`config.mk`:
```
export PLATFORM = sky130hd
export DESIGN_NAME = substring_search_window_top
export DESIGN_NICKNAME = d
export VERILOG_FILES = /design/src/sv/sss_pkg.sv /design/src/sv/sss_csr.sv /design/src/sv/sss_front.sv /design/src/sv/sss_queue.sv /design/src/sv/sss_back.sv /design/src/sv/substring_search_window_top.sv
export SDC_FILE = /design/constraint.sdc
export NUM_CORES = 2
export LEC_CHECK = 0
export BUFFER_PORTS_ARGS = -buffer_cell sky130_fd_sc_hd__buf_4
export CAP_MARGIN = 20
export CORE_MARGIN = 2
export CORE_UTILIZATION = 55
export DETAILED_ROUTE_END_ITERATION = 10
export HOLD_SLACK_MARGIN = 0.08
export PLACE_DENSITY_LB_ADDON = 0.3
export SYNTH_ARGS = -nofsm -noshare
export SYNTH_HDL_FRONTEND = slang
export SYNTH_SLANG_ARGS = --single-unit
```
`constraint.sdc`:
```
create_clock -name clock -period 45.6 [get_ports clock]
set_clock_uncertainty 0.1 [all_clocks]
set_input_delay 0 -clock clock [delete_from_list [all_inputs] [get_ports clock]]
set_output_delay 0 -clock clock [all_outputs]
set_load 0.01 [all_outputs]
```
`src/sv/sss_pkg.sv`:
```
// ----------------------------------------------------------------------------
// Substring search package
// Shared constants, the register index codes and the result type that the
// front end, the queue and the back end pass between them.
// ----------------------------------------------------------------------------
package sss_pkg;

   localparam int MAX_NEEDLE_DEF  = 32;   // default window and needle depth
   localparam int OFFSET_BITS_DEF = 16;   // default byte counter width
   localparam int LEN_BITS        = 6;    // needle_length register width
   localparam int NEEDLE_BITS     = 256;  // four 64-bit needle words
   localparam int WORD_BITS       = 64;   // one needle word
   localparam int OUT_OFF_BITS    = 16;   // match_offset field width
   localparam int QUEUE_DEPTH     = 4;    // result queue entries
   localparam int CSR_ADDR_BITS   = 6;
   localparam int CSR_DATA_BITS   = 64;

   typedef enum logic [2:0] {
      REG_NEEDLE_LEN    = 3'd0,
      REG_NEEDLE_LO     = 3'd1,
      REG_NEEDLE_MID_LO = 3'd2,
      REG_NEEDLE_MID_HI = 3'd3,
      REG_NEEDLE_HI     = 3'd4
   } reg_idx_type;

   typedef struct packed {
      logic                    found;
      logic [OUT_OFF_BITS-1:0] offset;
   } rslt_type;

endpackage

```
`src/sv/sss_csr.sv`:
```
// ----------------------------------------------------------------------------
// Substring search configuration registers
// APB-style register file holding the needle length and the needle bytes.
// ----------------------------------------------------------------------------
module sss_csr import sss_pkg::*; (
   input  logic                     clock,
   input  logic                     reset,
   input  logic                     csr_psel,
   input  logic                     csr_penable,
   input  logic                     csr_pwrite,
   input  logic [CSR_ADDR_BITS-1:0] csr_paddr,
   input  logic [CSR_DATA_BITS-1:0] csr_pwdata,
   output logic [CSR_DATA_BITS-1:0] csr_prdata,
   output logic                     csr_pready,
   output logic [LEN_BITS-1:0]      len_cfg,
   output logic [NEEDLE_BITS-1:0]   needle_vec
);

   logic [LEN_BITS-1:0]  len_ff, len_in;
   logic [WORD_BITS-1:0] lo_ff, lo_in, mlo_ff, mlo_in, mhi_ff, mhi_in, hi_ff, hi_in;
   logic                 wr_en;
   reg_idx_type          idx;

   assign csr_pready = 1'b1;
   assign wr_en      = csr_psel & csr_penable & csr_pwrite & csr_pready;
   assign idx        = reg_idx_type'(csr_paddr[CSR_ADDR_BITS-1:3]);

   always_comb begin
      len_in = len_ff;
      lo_in  = lo_ff;
      mlo_in = mlo_ff;
      mhi_in = mhi_ff;
      hi_in  = hi_ff;
      if (wr_en) begin
         unique case (idx)
            REG_NEEDLE_LEN:    len_in = csr_pwdata[LEN_BITS-1:0];
            REG_NEEDLE_LO:     lo_in  = csr_pwdata;
            REG_NEEDLE_MID_LO: mlo_in = csr_pwdata;
            REG_NEEDLE_MID_HI: mhi_in = csr_pwdata;
            REG_NEEDLE_HI:     hi_in  = csr_pwdata;
            default: begin
               // Writes beyond the register list are dropped.
            end
         endcase
      end
   end

   always_comb begin
      unique case (idx)
         REG_NEEDLE_LEN:    csr_prdata = CSR_DATA_BITS'(len_ff);
         REG_NEEDLE_LO:     csr_prdata = lo_ff;
         REG_NEEDLE_MID_LO: csr_prdata = mlo_ff;
         REG_NEEDLE_MID_HI: csr_prdata = mhi_ff;
         REG_NEEDLE_HI:     csr_prdata = hi_ff;
         default:           csr_prdata = '0;
      endcase
   end

   always_ff @(posedge clock) begin
      if (reset) begin
         len_ff <= '0;
         lo_ff  <= '0;
         mlo_ff <= '0;
         mhi_ff <= '0;
         hi_ff  <= '0;
      end else begin
         len_ff <= len_in;
         lo_ff  <= lo_in;
         mlo_ff <= mlo_in;
         mhi_ff <= mhi_in;
         hi_ff  <= hi_in;
      end
   end

   assign len_cfg    = len_ff;
   assign needle_vec = {hi_ff, mhi_ff, mlo_ff, lo_ff};

endmodule

```
`src/sv/sss_front.sv`:
```
// ----------------------------------------------------------------------------
// Substring search front end
// Takes haystack bytes, shifts the window, counts bytes and compares the
// newest bytes against the needle; pushes each result into the queue.
// ----------------------------------------------------------------------------
module sss_front import sss_pkg::*; #(
   parameter int MAX_NEEDLE  = MAX_NEEDLE_DEF,
   parameter int OFFSET_BITS = OFFSET_BITS_DEF
) (
   input  logic                   clock,
   input  logic                   reset,
   input  logic                   in_valid,
   output logic                   in_ready,
   input  logic [7:0]             in_byte,
   input  logic                   in_last,
   input  logic [LEN_BITS-1:0]    len_cfg,
   input  logic [NEEDLE_BITS-1:0] needle_vec,
   input  logic                   queue_full,
   output logic                   push,
   output rslt_type               push_data
);

   localparam int WinBits  = 8 * MAX_NEEDLE;
   localparam int WideBits = OFFSET_BITS + OUT_OFF_BITS;
   localparam logic [LEN_BITS-1:0]    MaxLen   = LEN_BITS'(MAX_NEEDLE);
   localparam logic [OFFSET_BITS-1:0] CountMax = '1;

   logic [WinBits-1:0]     win_ff, win_in, win_shift;
   logic [OFFSET_BITS-1:0] count_ff, count_in, count_inc, offset_full;
   logic                   done_ff, done_in;
   logic [LEN_BITS-1:0]    eff_len;
   logic [WinBits-1:0]     needle_rev, needle_align;
   logic [LEN_BITS+2:0]    shamt;
   logic [MAX_NEEDLE-1:0]  mism;
   logic [WideBits-1:0]    offset_wide;
   logic                   accept, enough, hit;

   assign in_ready = ~queue_full;
   assign accept   = in_valid & in_ready;

   assign eff_len   = (len_cfg > MaxLen) ? MaxLen : len_cfg;
   assign win_shift = (win_ff << 8) | WinBits'(in_byte);
   assign count_inc = (count_ff == CountMax) ? count_ff : count_ff + 1'b1;

   // Needle byte i has to meet window byte eff_len-1-i. Reverse the needle,
   // then shift it down so its first byte lands on window byte eff_len-1.
   always_comb begin
      for (int k = 0; k < MAX_NEEDLE; k++) begin
         needle_rev[8*k +: 8] = needle_vec[8*(MAX_NEEDLE-1-k) +: 8];
      end
   end
   assign shamt        = {MaxLen - eff_len, 3'b000};
   assign needle_align = needle_rev >> shamt;

   always_comb begin
      for (int k = 0; k < MAX_NEEDLE; k++) begin
         mism[k] = (LEN_BITS'(k) < eff_len) &&
                   (win_shift[8*k +: 8] != needle_align[8*k +: 8]);
      end
   end

   assign enough      = count_inc >= OFFSET_BITS'(eff_len);
   assign hit         = enough & ~|mism;
   assign offset_full = count_inc - OFFSET_BITS'(eff_len);
   assign offset_wide = WideBits'(offset_full);

   always_comb begin
      win_in           = win_ff;
      count_in         = count_ff;
      done_in          = done_ff;
      push             = 1'b0;
      push_data.found  = 1'b0;
      push_data.offset = '0;
      if (accept) begin
         if (done_ff) begin
            // A match was already reported: wait for the end of the haystack.
            if (in_last) begin
               count_in = '0;
               done_in  = 1'b0;
            end
         end else if (eff_len == '0) begin
            // An empty needle matches at offset zero on the first byte.
            push            = 1'b1;
            push_data.found = 1'b1;
            if (in_last) begin
               count_in = '0;
            end else begin
               done_in = 1'b1;
            end
         end else begin
            win_in   = win_shift;
            count_in = count_inc;
            if (hit) begin
               push             = 1'b1;
               push_data.found  = 1'b1;
               push_data.offset = offset_wide[OUT_OFF_BITS-1:0];
               if (in_last) begin
                  count_in = '0;
               end else begin
                  done_in = 1'b1;
               end
            end else if (in_last) begin
               push     = 1'b1;
               count_in = '0;
            end
         end
      end
   end

   always_ff @(posedge clock) begin
      if (reset) begin
         count_ff <= '0;
         done_ff  <= 1'b0;
      end else begin
         count_ff <= count_in;
         done_ff  <= done_in;
      end
   end

   always_ff @(posedge clock) begin
      win_ff <= win_in;
   end

endmodule

```
`src/sv/sss_queue.sv`:
```
// ----------------------------------------------------------------------------
// Substring search result queue
// Small FIFO between the front end and the back end.
// ----------------------------------------------------------------------------
module sss_queue import sss_pkg::*; #(
   parameter int DEPTH = QUEUE_DEPTH
) (
   input  logic     clock,
   input  logic     reset,
   input  logic     push,
   input  rslt_type push_data,
   output logic     full,
   input  logic     pop,
   output rslt_type pop_data,
   output logic     empty
);

   localparam int PtrBits = (DEPTH > 1) ? $clog2(DEPTH) : 1;
   localparam logic [PtrBits:0]   Depth   = (PtrBits+1)'(DEPTH);
   localparam logic [PtrBits-1:0] LastPtr = PtrBits'(DEPTH - 1);

   rslt_type           slot_ff [DEPTH];
   logic [PtrBits-1:0] wr_ff, wr_in, rd_ff, rd_in;
   logic [PtrBits:0]   cnt_ff, cnt_in;
   logic               do_push, do_pop;

   assign full     = (cnt_ff == Depth);
   assign empty    = (cnt_ff == '0);
   assign do_push  = push & ~full;
   assign do_pop   = pop & ~empty;
   assign pop_data = slot_ff[rd_ff];

   always_comb begin
      wr_in  = wr_ff;
      rd_in  = rd_ff;
      cnt_in = cnt_ff;
      if (do_push) begin
         wr_in = (wr_ff == LastPtr) ? '0 : wr_ff + 1'b1;
      end
      if (do_pop) begin
         rd_in = (rd_ff == LastPtr) ? '0 : rd_ff + 1'b1;
      end
      unique case ({do_push, do_pop})
         2'b10:   cnt_in = cnt_ff + 1'b1;
         2'b01:   cnt_in = cnt_ff - 1'b1;
         default: cnt_in = cnt_ff;
      endcase
   end

   always_ff @(posedge clock) begin
      if (reset) begin
         wr_ff  <= '0;
         rd_ff  <= '0;
         cnt_ff <= '0;
      end else begin
         wr_ff  <= wr_in;
         rd_ff  <= rd_in;
         cnt_ff <= cnt_in;
      end
   end

   always_ff @(posedge clock) begin
      if (do_push) begin
         slot_ff[wr_ff] <= push_data;
      end
   end

endmodule

```
`src/sv/sss_back.sv`:
```
// ----------------------------------------------------------------------------
// Substring search back end
// Output register that drains the result queue onto the result channel.
// ----------------------------------------------------------------------------
module sss_back import sss_pkg::*; (
   input  logic     clock,
   input  logic     reset,
   input  logic     empty,
   input  rslt_type pop_data,
   output logic     pop,
   output logic     out_valid,
   input  logic     out_ready,
   output rslt_type out_data
);

   logic     valid_ff, valid_in;
   rslt_type data_ff;
   logic     load;

   assign load     = ~valid_ff | out_ready;
   assign pop      = load & ~empty;
   assign valid_in = pop | (valid_ff & ~out_ready);

   always_ff @(posedge clock) begin
      if (reset) begin
         valid_ff <= 1'b0;
      end else begin
         valid_ff <= valid_in;
      end
   end

   always_ff @(posedge clock) begin
      if (pop) begin
         data_ff <= pop_data;
      end
   end

   assign out_valid = valid_ff;
   assign out_data  = data_ff;

endmodule

```
`src/sv/substring_search_window_top.sv`:
```
// A result goes through the result queue, then the output register, to rsp_tvalid.
// Throughput: one haystack byte per cycle while the queue has room; the window shift
// and needle compare finish in the single front-end cycle in which the byte is taken.
// req_tready drops only when the four-entry result queue is full.
// Reset (synchronous, active high) clears the configuration registers, the byte
// counter, the match flag and the queue; the byte window keeps its contents.
// ----------------------------------------------------------------------------
// Substring search window top level
// Streams haystack bytes and reports the first occurrence of a configured
// needle of up to MAX_NEEDLE bytes, or that the haystack ended without one.
// ----------------------------------------------------------------------------
module substring_search_window_top import sss_pkg::*; #(
   parameter int MAX_NEEDLE  = MAX_NEEDLE_DEF,
   parameter int OFFSET_BITS = OFFSET_BITS_DEF
) (
   input  logic                     clock,
   input  logic                     reset,
   // Haystack channel.
   input  logic                     req_tvalid,
   output logic                     req_tready,
   input  logic [7:0]               req_tdata,   // [7:0] hay_byte
   input  logic                     req_tlast,   // final_byte
   // Result channel.
   output logic                     rsp_tvalid,
   input  logic                     rsp_tready,
   output logic [15:0]              rsp_tdata,   // [15:0] match_offset
   output logic                     rsp_tuser,   // found
   // Configuration port.
   input  logic                     csr_psel,
   input  logic                     csr_penable,
   input  logic                     csr_pwrite,
   input  logic [CSR_ADDR_BITS-1:0] csr_paddr,
   input  logic [CSR_DATA_BITS-1:0] csr_pwdata,
   output logic [CSR_DATA_BITS-1:0] csr_prdata,
   output logic                     csr_pready
);

   // The needle registers sit at byte addresses 0, 8, 16, 24 and 32. The user must
   // write them only while no haystack byte is in flight; the block does not enforce it.
   logic [LEN_BITS-1:0]    len_cfg;
   logic [NEEDLE_BITS-1:0] needle_vec;

   // Front end to queue, queue to back end.
   logic     push, full, pop, empty;
   rslt_type push_data, pop_data, out_data;

   sss_csr u_csr (
      .clock       (clock),
      .reset       (reset),
      .csr_psel    (csr_psel),
      .csr_penable (csr_penable),
      .csr_pwrite  (csr_pwrite),
      .csr_paddr   (csr_paddr),
      .csr_pwdata  (csr_pwdata),
      .csr_prdata  (csr_prdata),
      .csr_pready  (csr_pready),
      .len_cfg     (len_cfg),
      .needle_vec  (needle_vec)
   );

   // The front end takes every byte whose result can be queued. It holds the
   // window of recent bytes, the saturating byte counter and the flag that
   // mutes the rest of a haystack after its first match.
   sss_front #(
      .MAX_NEEDLE  (MAX_NEEDLE),
      .OFFSET_BITS (OFFSET_BITS)
   ) u_front (
      .clock      (clock),
      .reset      (reset),
      .in_valid   (req_tvalid),
      .in_ready   (req_tready),
      .in_byte    (req_tdata),
      .in_last    (req_tlast),
      .len_cfg    (len_cfg),
      .needle_vec (needle_vec),
      .queue_full (full),
      .push       (push),
      .push_data  (push_data)
   );

   // The queue lets the haystack keep flowing while a result waits to be taken.
   sss_queue #(
      .DEPTH (QUEUE_DEPTH)
   ) u_queue (
      .clock     (clock),
      .reset     (reset),
      .push      (push),
      .push_data (push_data),
      .full      (full),
      .pop       (pop),
      .pop_data  (pop_data),
      .empty     (empty)
   );

   // The back end presents one result item at a time from its output register.
   sss_back u_back (
      .clock     (clock),
      .reset     (reset),
      .empty     (empty),
      .pop_data  (pop_data),
      .pop       (pop),
      .out_valid (rsp_tvalid),
      .out_ready (rsp_tready),
      .out_data  (out_data)
   );

   assign rsp_tdata = out_data.offset;
   assign rsp_tuser = out_data.found;

endmodule

```
==> flow_summary.json <==
{
  "status": "finished, final reports clean",
  "first_pass_grt_wire_length_mm": 310,
  "tritoncts.num_buffers": 69,
  "fin_crit_ns": 9.69,
  "gr-total-overflow": 0,
  "synth.yosys.seq_area_share": 0.362,
  "critical_path.reg2reg.startpoint": "u_csr.len_cfg[5]$_SDFFE_PP0P_",
  "min-delay-start": "csr_pwdata[7]",
  "crit_path_start_kind": "register",
  "ys_seq_elements": 620,
  "worst-r2r-setup-slack_ns": 35.91,
  "fin_worst_hold_slack_ns": 0.0959,
  "first_iter_violations": 8396,
  "final_common_cell": "sky130_fd_sc_hd__nand2_1",
  "finalMaxSlewViolations": 0,
  "critPathCaptureType": "register",
  "worstHoldPathType": "input port to register",
  "slew_headroom": 0.00427,
  "reg2regPathDepth": 25,
  "grt_antenna_before_repair": 13,
  "finalCritPeriodShare": 0.212,
  "num_clock_sinks": 620,
  "cts_resized": 0,
  "path_max_fanout": 65,
  "cts.clk_slew.worst_paths_ns": 0.07,
  "groute.usage.overall": 0.540,
  "layout.nets": 4851,
  "top_level_ports": 170,
  "io_buffer_count": 165,
  "pin_count_of_the_biggest_net_entering_global_routing": 177,
  "die_height_um": 285,
  "detail_route.wl_per_cell_um": 38.6,
  "cts.path.max_buffers": 3,
  "design.core.area_um2": 78600,
  "reg_to_reg_endpoint": "u_queue.cnt_ff[2]$_SDFFE_PP0P_",
  "synth.cell_area_um2": 43500,
  "first_global_vias": 39900,
  "synth_edf_count": 333,
  "wire_length_after_detailed_routing_mm": 227,
  "max_clock_freq_mhz": 103,
  "ant_nets": 0,
  "area_delta_synth_final_pct": 12.0,
  "cts_max_level": 3,
  "synth-async-reset-ratio": 0,
  "die-area_um2": 81400,
  "whs_endpoint": "u_csr.lo_ff[7]$_SDFFE_PP0P_",
  "worst_pin_slew_ns": 1.49,
  "proportion_of_layout_cells_with_a_drive_suffix_above_1": 0.156,
  "cts_tree": "built",
  "finalSetupViolations": 0,
  "fin_tns_setup_ns": 0,
  "timing.critical_path.from": "u_csr.len_cfg[5]$_SDFFE_PP0P_",
  "final.fill_count": 6577,
  "remaining_drc_errors": 0,
  "yosysWarningCount": 0,
  "placement_rows": 103,
  "floorplan.initialDensity": 0.553,
  "hold-path-cell-count": 4,
  "post-cts-setup-buffer-count": 0,
  "number_of_detailed_route_iterations_in_the_first_pass": 8,
  "cellLeakagePower_nw": 16.2,
  "drt-vias-per-instance": 7.57,
  "rsz_0062_raised_after_global_routing": "false",
  "postCtsHoldBufs": 104,
  "place.gp.congestion": 1.18,
  "clock_tree.root_cell": "sky130_fd_sc_hd__clkbuf_16",
  "clkLatencyLatePin_ns": 0.67,
  "cp.arrival_ns": 10.16,
  "max_cap_viols": 0,
  "cp.required_ns": 46.07,
  "netlist_instances": 4678,
  "cell_area_power_density_nw_per_um2": 28.9,
  "vdd_drop_max_mv": 0.0255,
  "final_cell_mix": "854 x sky130_fd_sc_hd__nand2_1, 473 x sky130_fd_sc_hd__a21oi_1, 334 x sky130_fd_sc_hd__mux2i_1, 333 x sky130_fd_sc_hd__edfxtp_1, 285 x sky130_fd_sc_hd__dfxtp_1",
  "synth.lib_cells_used.distinct": 112,
  "routed-via-count": 44400,
  "finalCoreUtilization": 0.620,
  "placedCellCount": 5618,
  "detailed_place_hpwl_mm": 165,
  "timing.final.hold_violations": 0,
  "worstSetupPathType": "register to register",
  "syn_avg_cell_area_um2": 9.30,
  "synthesis.nets": 4781,
  "die-width_um": 285,
  "final_cells": 5862,
  "synth_top_flop_cell": "sky130_fd_sc_hd__edfxtp_1"
}
## critical path: stages, from the launching register on
cell	delay, ns
sky130_fd_sc_hd__dfxtp_2	0.45
sky130_fd_sc_hd__nor2b_4	0.15
sky130_fd_sc_hd__buf_4	0.52
sky130_fd_sc_hd__inv_8	0.33
sky130_fd_sc_hd__ha_4	0.86
sky130_fd_sc_hd__buf_4	0.73
sky130_fd_sc_hd__mux2i_1	0.33
sky130_fd_sc_hd__o21ai_1	0.80
sky130_fd_sc_hd__mux2i_1	0.64
sky130_fd_sc_hd__nor2_1	0.23
sky130_fd_sc_hd__a21oi_1	0.07
sky130_fd_sc_hd__o21ai_0	0.54
sky130_fd_sc_hd__xnor2_1	0.20
sky130_fd_sc_hd__nand4_1	0.31
sky130_fd_sc_hd__o41ai_1	1.00
sky130_fd_sc_hd__nand4_1	0.32
sky130_fd_sc_hd__nor4b_4	0.40
sky130_fd_sc_hd__a211oi_1	0.15
sky130_fd_sc_hd__nor2_1	0.23
sky130_fd_sc_hd__inv_1	0.08
sky130_fd_sc_hd__ha_1	0.21
sky130_fd_sc_hd__inv_1	0.08
sky130_fd_sc_hd__fa_1	0.18
sky130_fd_sc_hd__xor2_1	0.08
sky130_fd_sc_hd__or3_1	0.31
sky130_fd_sc_hd__a21oi_1	0.14
## flip-flops by register name, summed over array words and instances, names as in the netlist, 2 cells and up
| signal | flops |
|---|---|
| u_csr.mlo_ff | 64 |
| u_front.win_ff | 248 |
| u_front.count_ff | 16 |
| u_csr.len_cfg | 6 |
| u_queue.rd_ff | 2 |
| u_csr.lo_ff | 64 |
| u_queue.cnt_ff | 3 |
| u_back.out_data | 17 |
| u_csr.mhi_ff | 64 |
| u_queue.wr_ff | 2 |
| u_queue.slot_ff | 68 |
| u_csr.hi_ff | 64 |
## kinds of logic after synthesis
family / Yosys count / share of synthesized area
fa+ha+maj: 17 / 0.00523
simple gates: 1547 / 0.162
compound gates: 1259 / 0.186
other cells: 1 / 0.0000862
mux: 595 / 0.194
buf+inv: 443 / 0.0510
flops: 620 / 0.362
xor+xnor: 196 / 0.0395
## stage by stage
step / power (mW) / instance area, µm² / worst slack [ns]
floorplan: 0.725 / 43500 / 23.17
global placement: 0.785 / 45200 / 36.35
detailed placement: 0.791 / 45200 / 36.27
CTS: 1.40 / 48700 / 36.19
global route: 1.43 / 48700 / 36.00
finish: 1.41 / 48700 / 35.91
## synthesized netlist by cell type (all sizes together) (29+ instances only)
cell / count / area share
a211oi: 29 / 0.0052
a21oi: 474 / 0.055
a22oi: 163 / 0.028
a31oi: 71 / 0.011
and3: 36 / 0.0052
buf: 197 / 0.030
clkbuf: 194 / 0.017
dfxtp: 287 / 0.13
edfxtp: 333 / 0.23
inv: 51 / 0.0044
mux2: 70 / 0.018
mux2i: 335 / 0.077
mux4: 190 / 0.099
nand2: 865 / 0.075
nand3: 104 / 0.013
nand4: 34 / 0.0049
nor2: 236 / 0.021
nor3: 86 / 0.010
nor4: 35 / 0.0059
nor4b: 29 / 0.0063
o21ai: 144 / 0.017
o22ai: 87 / 0.013
o32ai: 36 / 0.0074
xnor2: 120 / 0.024
xor2: 76 / 0.015
## worst max path at each step
stage / end / slack, ns / depth (start not counted)
finish: u_queue.cnt_ff[2]$_SDFFE_PP0P_ / 35.91 / 25
global route: u_queue.cnt_ff[2]$_SDFFE_PP0P_ / 36.00 / 25
CTS: u_queue.cnt_ff[2]$_SDFFE_PP0P_ / 36.19 / 25
detailed placement: u_queue.cnt_ff[1]$_SDFFE_PP0P_ / 36.27 / 25
global placement: u_queue.slot_ff[1][13]$_DFFE_PP_ / 36.35 / 18
floorplan: u_front.count_ff[3]$_SDFFE_PP0P_ / 23.17 / 15
## area by class of cell
cell class / instances / area [µm²] / area share
Multi-Input combinational cell: 3615 / 25700 / 0.527
Sequential cell: 620 / 15700 / 0.323
Timing Repair Buffer: 390 / 3280 / 0.0673
Clock buffer: 90 / 1940 / 0.0398
Tap cell: 1050 / 1310 / 0.0270
Clock inverter: 37 / 536 / 0.0110
Inverter: 52 / 204 / 0.00418
Antenna cell: 8 / 20.0 / 0.000411
## power by group
part	leakage (nW)	internal [mW]	switching, mW
Clock	1.20	0.353	0.264
Sequential	5.40	0.611	0.0152
Combinational	9.64	0.0627	0.105
## layer usage
| metal | vias to the layer above | track usage | part of all wire | wire, µm |
|---|---|---|---|---|
| li1 | 17900 | - | - | - |
| met4 | 16 | 0.445 | 0.11 | 24500 |
| met3 | 1025 | 0.232 | 0.16 | 35500 |
| met5 | - | 0.0273 | 0.0023 | 511 |
| met1 | 21400 | 0.659 | 0.34 | 77400 |
| met2 | 4027 | 0.733 | 0.39 | 88600 |
No activity file was read; power rests on OpenSTA's default activity.
